$ cat src/rtl/core/shs_pkg.sv
// ----------------------------------------------------------------------------
// shs_pkg
// Shared constants, codes and types of the string hash set core.
// ----------------------------------------------------------------------------
package shs_pkg;

  localparam int DEF_SLOTS       = 256;
  localparam int DEF_MAX_KEY     = 63;
  localparam int DEF_SLOT_STRIDE = 64;

  localparam int              HASH_W     = 64;
  localparam logic [HASH_W-1:0] HASH_SEED = 64'd5381;
  localparam int              HASH_SHIFT = 5;

  localparam int         CFG_W          = 9;
  localparam logic [8:0] TABLE_SIZE_RST = 9'd256;

  localparam logic [2:0] REQ_INSERT      = 3'd0;
  localparam logic [2:0] REQ_LOOKUP      = 3'd1;
  localparam logic [2:0] REQ_READ_SLOT   = 3'd2;
  localparam logic [2:0] REQ_REMOVE_SLOT = 3'd3;
  localparam logic [2:0] REQ_REMOVE_KEY  = 3'd4;

  localparam logic [2:0] STS_OK          = 3'd0;
  localparam logic [2:0] STS_ABSENT      = 3'd1;
  localparam logic [2:0] STS_FULL        = 3'd2;
  localparam logic [2:0] STS_DUP         = 3'd3;
  localparam logic [2:0] STS_BAD_INDEX   = 3'd4;
  localparam logic [2:0] STS_SLOT_EMPTY  = 3'd5;
  localparam logic [2:0] STS_TABLE_EMPTY = 3'd6;
  localparam logic [2:0] STS_TOO_LONG    = 3'd7;

  typedef enum logic [3:0] {
    S_CLEAR,
    S_IDLE,
    S_SLEN,
    S_RDB_ADDR,
    S_RDB_DATA,
    S_DIV,
    S_PRB_RD,
    S_PRB_CHK,
    S_CMP_RD,
    S_CMP_CHK,
    S_CPY_RD,
    S_CPY_WR,
    S_EMIT
  } fsm_t;

endpackage

$ cat src/rtl/core/shs_mod.sv
// ----------------------------------------------------------------------------
// shs_mod
// Bit-serial remainder of the 64-bit hash by the table size.
// ----------------------------------------------------------------------------
module shs_mod #(
  parameter int DIV_W = 9
) (
  input  logic                        clk,
  input  logic                        rst,
  input  logic                        start,
  input  logic [shs_pkg::HASH_W-1:0]  dividend,
  input  logic [DIV_W-1:0]            divisor,
  output logic                        done,
  output logic [DIV_W-1:0]            rem
);

  localparam int CNT_W = $clog2(shs_pkg::HASH_W);

  logic [shs_pkg::HASH_W-1:0] dvd;
  logic [CNT_W-1:0]           cnt;
  logic                       busy;
  logic [DIV_W:0]             trial;
  logic [DIV_W:0]             trial_sub;

  // One dividend bit per cycle: shift it in, subtract when the partial fits.
  assign trial     = {rem, dvd[shs_pkg::HASH_W-1]};
  assign trial_sub = trial - {1'b0, divisor};

  always_ff @(posedge clk) begin
    if (rst) begin
      busy <= 1'b0;
      done <= 1'b0;
    end else begin
      done <= 1'b0;
      if (start) begin
        busy <= 1'b1;
        cnt  <= '0;
        dvd  <= dividend;
        rem  <= '0;
      end else if (busy) begin
        rem <= (trial >= {1'b0, divisor}) ? trial_sub[DIV_W-1:0] : trial[DIV_W-1:0];
        dvd <= dvd << 1;
        cnt <= cnt + 1'b1;
        if (cnt == CNT_W'(shs_pkg::HASH_W - 1)) begin
          busy <= 1'b0;
          done <= 1'b1;
        end
      end
    end
  end

  a_no_restart: assert property (@(posedge clk) disable iff (rst)
    !(start && busy))
    else $error("shs_mod: start while a remainder is in progress");

  a_done_pulse: assert property (@(posedge clk) disable iff (rst)
    done |=> !done)
    else $error("shs_mod: done held for more than one cycle");

  a_rem_below: assert property (@(posedge clk) disable iff (rst)
    done |-> rem < divisor)
    else $error("shs_mod: remainder not below the divisor");

endmodule

$ cat config.mk
export PLATFORM = sky130hd
export DESIGN_NAME = shs_mod
export DESIGN_NICKNAME = d
export VERILOG_FILES = /design/src/rtl/core/shs_pkg.sv /design/src/rtl/core/shs_mod.sv
export SDC_FILE = /design/constraint.sdc
export NUM_CORES = 1
export LEC_CHECK = 0
export ABC_CLOCK_PERIOD_IN_PS = 4550
export BUFFER_PORTS_ARGS = -buffer_cell sky130_fd_sc_hd__buf_2
export CORE_ASPECT_RATIO = 0.7
export CORE_MARGIN = 5
export CORE_UTILIZATION = 25
export CTS_CLUSTER_DIAMETER = 50
export DETAILED_ROUTE_END_ITERATION = 8
export GPL_TIMING_DRIVEN = 0
export PLACE_DENSITY_LB_ADDON = 0.12
export SETUP_SLACK_MARGIN = 0.05
export SYNTH_ARGS = -nofsm -noshare
export SYNTH_HDL_FRONTEND = slang
export SYNTH_SLANG_ARGS = --single-unit
$ cat constraint.sdc
create_clock -name clk -period 4.55 [get_ports clk]
set_clock_uncertainty 0.2 [all_clocks]
set_input_delay 0.455 -clock clk [delete_from_list [all_inputs] [get_ports clk]]
set_output_delay 0.455 -clock clk [all_outputs]
set_load 0.005 [all_outputs]
==> metrics.log <==
[metrics] residual DRC count: 0
[metrics] share of async-settable or async-resettable flops after synthesis: 0%
[metrics] data arrival time of the worst path: roughly 2700 ps
[metrics] initial antenna violation count: 1
[metrics] starting density of the core: between 20% and 30%
[metrics] Int Power: 0.00145 W
[metrics] Synth Area in Adders: under 10%
[metrics] Setup Slack @ Placement: approximately 1600 ps
[metrics] Area contributors post-synth: edfxtp_1 (60%), mux2_2 (18%), ha_1 (3.2%)
[metrics] CP Launch Type: register
[metrics] dpl cells: between 500 and 600
[metrics] RSZ-0062 raised after global routing: no
[metrics] flops & latches, synth: between 80 and 90
[metrics] Root Buffer: clkbuf_16
[metrics] dominant combinational cell family by area after synthesis: multiplexers
[metrics] multiplexer share of the synthesized area: between 10% and 20%
[metrics] Syn Std Cell Area: ~0.0039 mm²
[metrics] Syn Area/Cell: 14.9 µm²
[metrics] Gate power share: between 10% and 20%
[metrics] maximum number of pins on one net before global-route repair: 34
[metrics] run status: completed
[metrics] vias in the first global route: 2632
[metrics] Hold Crit Class: input pin to register
[metrics] Post-CTS Hold Buffers: 0
[metrics] switching power share of the total: between 20 and 25%
[metrics] setup repair bufs after CTS: 0
[metrics] area of the die: ~0.018 mm²
[metrics] global-route congestion overflow total: 0
[metrics] Sink Count: 81
[metrics] post-CTS clock slew at the launch and capture registers of the worst setup and hold paths: about 60 ps
[metrics] count of unique library cells instantiated by Yosys: 46
[metrics] DRT iter0 DRCs: 118
[metrics] Sequential Power Share: a little under half
[metrics] class of the most critical setup path: register to register
[metrics] final worst path period need: between 2000 and 3000 ps
[metrics] First-pass DRT Iterations: 4
[metrics] row cnt: 38
[metrics] Net Sw Power: between 0.0004 and 0.0005 W
[metrics] Worst VDD drop: ~0.16 mV
[metrics] detailed-placement wirelength estimate: a little over 6000 µm
[metrics] Vias per Instance: approximately 4.3
[metrics] # resized after CTS: 0
[metrics] Simple-Gate Fraction of Synth Area: approximately 6.5%
[metrics] count of inserted antenna diode cells: 0
[metrics] Die Y-Extent: approximately 110 µm
[metrics] most used flip-flop cell after synthesis: edfxtp_1
[metrics] Inserted Clock Buffers: 9
[metrics] proportion of synthesized chip area in sequential cells: 61.3%
[metrics] clock power share: 39.6%
[metrics] port buffer count: 84
[metrics] Post-synth EDFFs: 79
[metrics] Boundary Pins: 86
[metrics] global-route wire length before repair: 13500 µm
[metrics] count of filler cells inserted in the layout: around 1600
[metrics] maximum operating frequency: between 300 and 400 MHz
[metrics] data required time of the critical path: about 4400 ps
[metrics] Mapped Cells: between 200 and 300
[metrics] synthesized net count: around 350
[metrics] Fin. Hold Viols: 0
[metrics] most instantiated library cell after synthesis: edfxtp_1
[metrics] gp weighted congestion: slightly above 0.7
[metrics] routed vias: roughly 2400
[metrics] normalized max-slew margin: 52.9%
[metrics] tightest hold margin: about 130 ps
[metrics] total of endpoints with negative setup slack in the final report: 0
[metrics] post-route ant nets: 0
[metrics] xor and xnor fraction of the mapped netlist area: 1.11%
[metrics] Layout area overhead: 26.1%
[metrics] setup slack after layout: roughly 1700 ps
[metrics] max-slew violation count: 0
[metrics] P_leak: ~1.9 nW
[metrics] Worst setup EP type: register
[metrics] Post-synth top cells: edfxtp_1 (79), mux2_2 (63), nor2_1 (14)
[metrics] max-capacitance violation count: 0
[metrics] area inside the core boundary: 0.0155 mm²
[metrics] Synth warnings: 0
[metrics] worst-skew pair later-pin latency: roughly 340 ps
[metrics] worst-case clock buffer depth: 2
[metrics] R2R setup slack: between 1500 and 2000 ps
[metrics] Pwr Density: 389 mW/mm²
[metrics] count of nets after finishing: 449
[metrics] peak fanout along the critical path: 9
[metrics] aggregate routed wire length: between 8000 and 9000 µm
[metrics] routed length per instance: ~15 µm
[metrics] fraction of final layout cells with drive strength greater than 1: between 40% and 50%
[metrics] Die Width: between 150 and 200 µm
[metrics] total routing usage reported by global routing: about a tenth
[metrics] Synth top area share: about three fifths
[metrics] final worst-path cycle share: approximately 62%
[metrics] Worst-Margin Slew: between 700 and 800 ps
[metrics] share of the synthesized area in compound gates (AO/OA/AOI/OAI): under 10%
[metrics] Pwr Total: about 0.0019 W
[metrics] Layout Cells excl Fill: about 570
[metrics] cell type with the largest total area after synthesis: edfxtp_1
[metrics] H-tree Lvls: 3
[metrics] TritonCTS clock tree: yes
[metrics] end-of-flow core utilization: about a third
[worst max-delay path: stages, from the launching register on]
cell	delay (ps)
edfxtp_1	360
inv_1	80
ha_1	160
inv_1	50
fa_1	450
a211oi_2	320
o21ai_4	130
a211oi_4	510
mux2i_1	240
nor2_1	50
[cells in the final DEF, fill, tap and decap left out, types with 2 or more instances in the layout]
cell type and n:
a211o_1 2, a21o_1 2, a21oi_1 11, buf_12 2, buf_2 84, clkbuf_1 8, clkbuf_16 9, clkinvlp_4 2
dfxtp_1 2, edfxtp_1 79, ha_1 10, inv_1 12, inv_6 2, inv_8 2, mux2_2 63, mux2i_1 3
nand2_1 8, nand2b_1 3, nand3_1 3, nand4_1 3, nor2_1 13, nor3_1 4, o21ai_0 6, xnor2_1 2
xor2_1 3
[power groups by stage]
stage | Combinational [W] | Sequential, W | Clock [W]
floorplan | 0.000179 | 0.000918 | 0
global placement | 0.000258 | 0.000925 | 0
detailed placement | 0.000268 | 0.000921 | 0
CTS | 0.000269 | 0.000905 | 0.000799
global route | 0.000294 | 0.000910 | 0.000829
finish | 0.000263 | 0.000904 | 0.000765
[logic make-up (layout without fill, tap and decap cells)]
kind of cell             count (synthesis)  in the layout
flip-flops                              81             81
buffers and inverters                   21            123
AND/OR/NAND/NOR                         47             47
multiplexers                            67             67
adder cells (fa/ha/maj)                 11             11
AO/OA/AOI/OAI                           33             33
XOR/XNOR                                 5              5
[flip-flops by register name, indices dropped and copies added, names as in the netlist]
signal	flops
busy	1
cnt	6
done	1
dvd	64
rem	9
[stage by stage]
stage / setup TNS [ps] / instance area (µm²)
after floorplan: 0 / 3940
after global placement: -40660 / 4610
after detailed placement: 0 / 4650
after CTS: 0 / 4960
after global routing: 0 / 4960
final: 0 / 4960
[final cells by class]
cell class | count | area, µm² | share of cell area, %
Multi-Input combinational cell | 163 | 1450 | 29.3
Inverter | 12 | 45.0 | 0.907
Clock buffer | 9 | 225 | 4.54
Sequential cell | 81 | 2410 | 48.6
Tap cell | 200 | 250 | 5.04
Clock inverter | 7 | 85.1 | 1.71
Timing Repair Buffer | 86 | 460 | 9.27
Buffer | 9 | 33.8 | 0.680
[routing by layer]
layer | wire [µm] | GRT usage [%] | vias up
met5 | 13 | 0 | -
met4 | 97 | 3.27 | 2
met3 | 572 | 4.34 | 10
met2 | 3550 | 13.4 | 63
met1 | 4230 | 12.9 | 1168
li1 | - | - | 1206
[path summary, 6_finish.rpt]
| kind | start | end | depth (start not counted) |
|---|---|---|---|
| max | dvd[63]$_DFFE_PP_ | rem[1]$_SDFFCE_PP0P_ | 9 |
| min | rst | done$_SDFF_PP0_ | 2 |
| max reg2reg | dvd[63]$_DFFE_PP_ | rem[1]$_SDFFCE_PP0P_ | 9 |
| min reg2reg | busy$_SDFF_PP0_ | done$_SDFF_PP0_ | 1 |
Power figures use the tool's default switching activity.
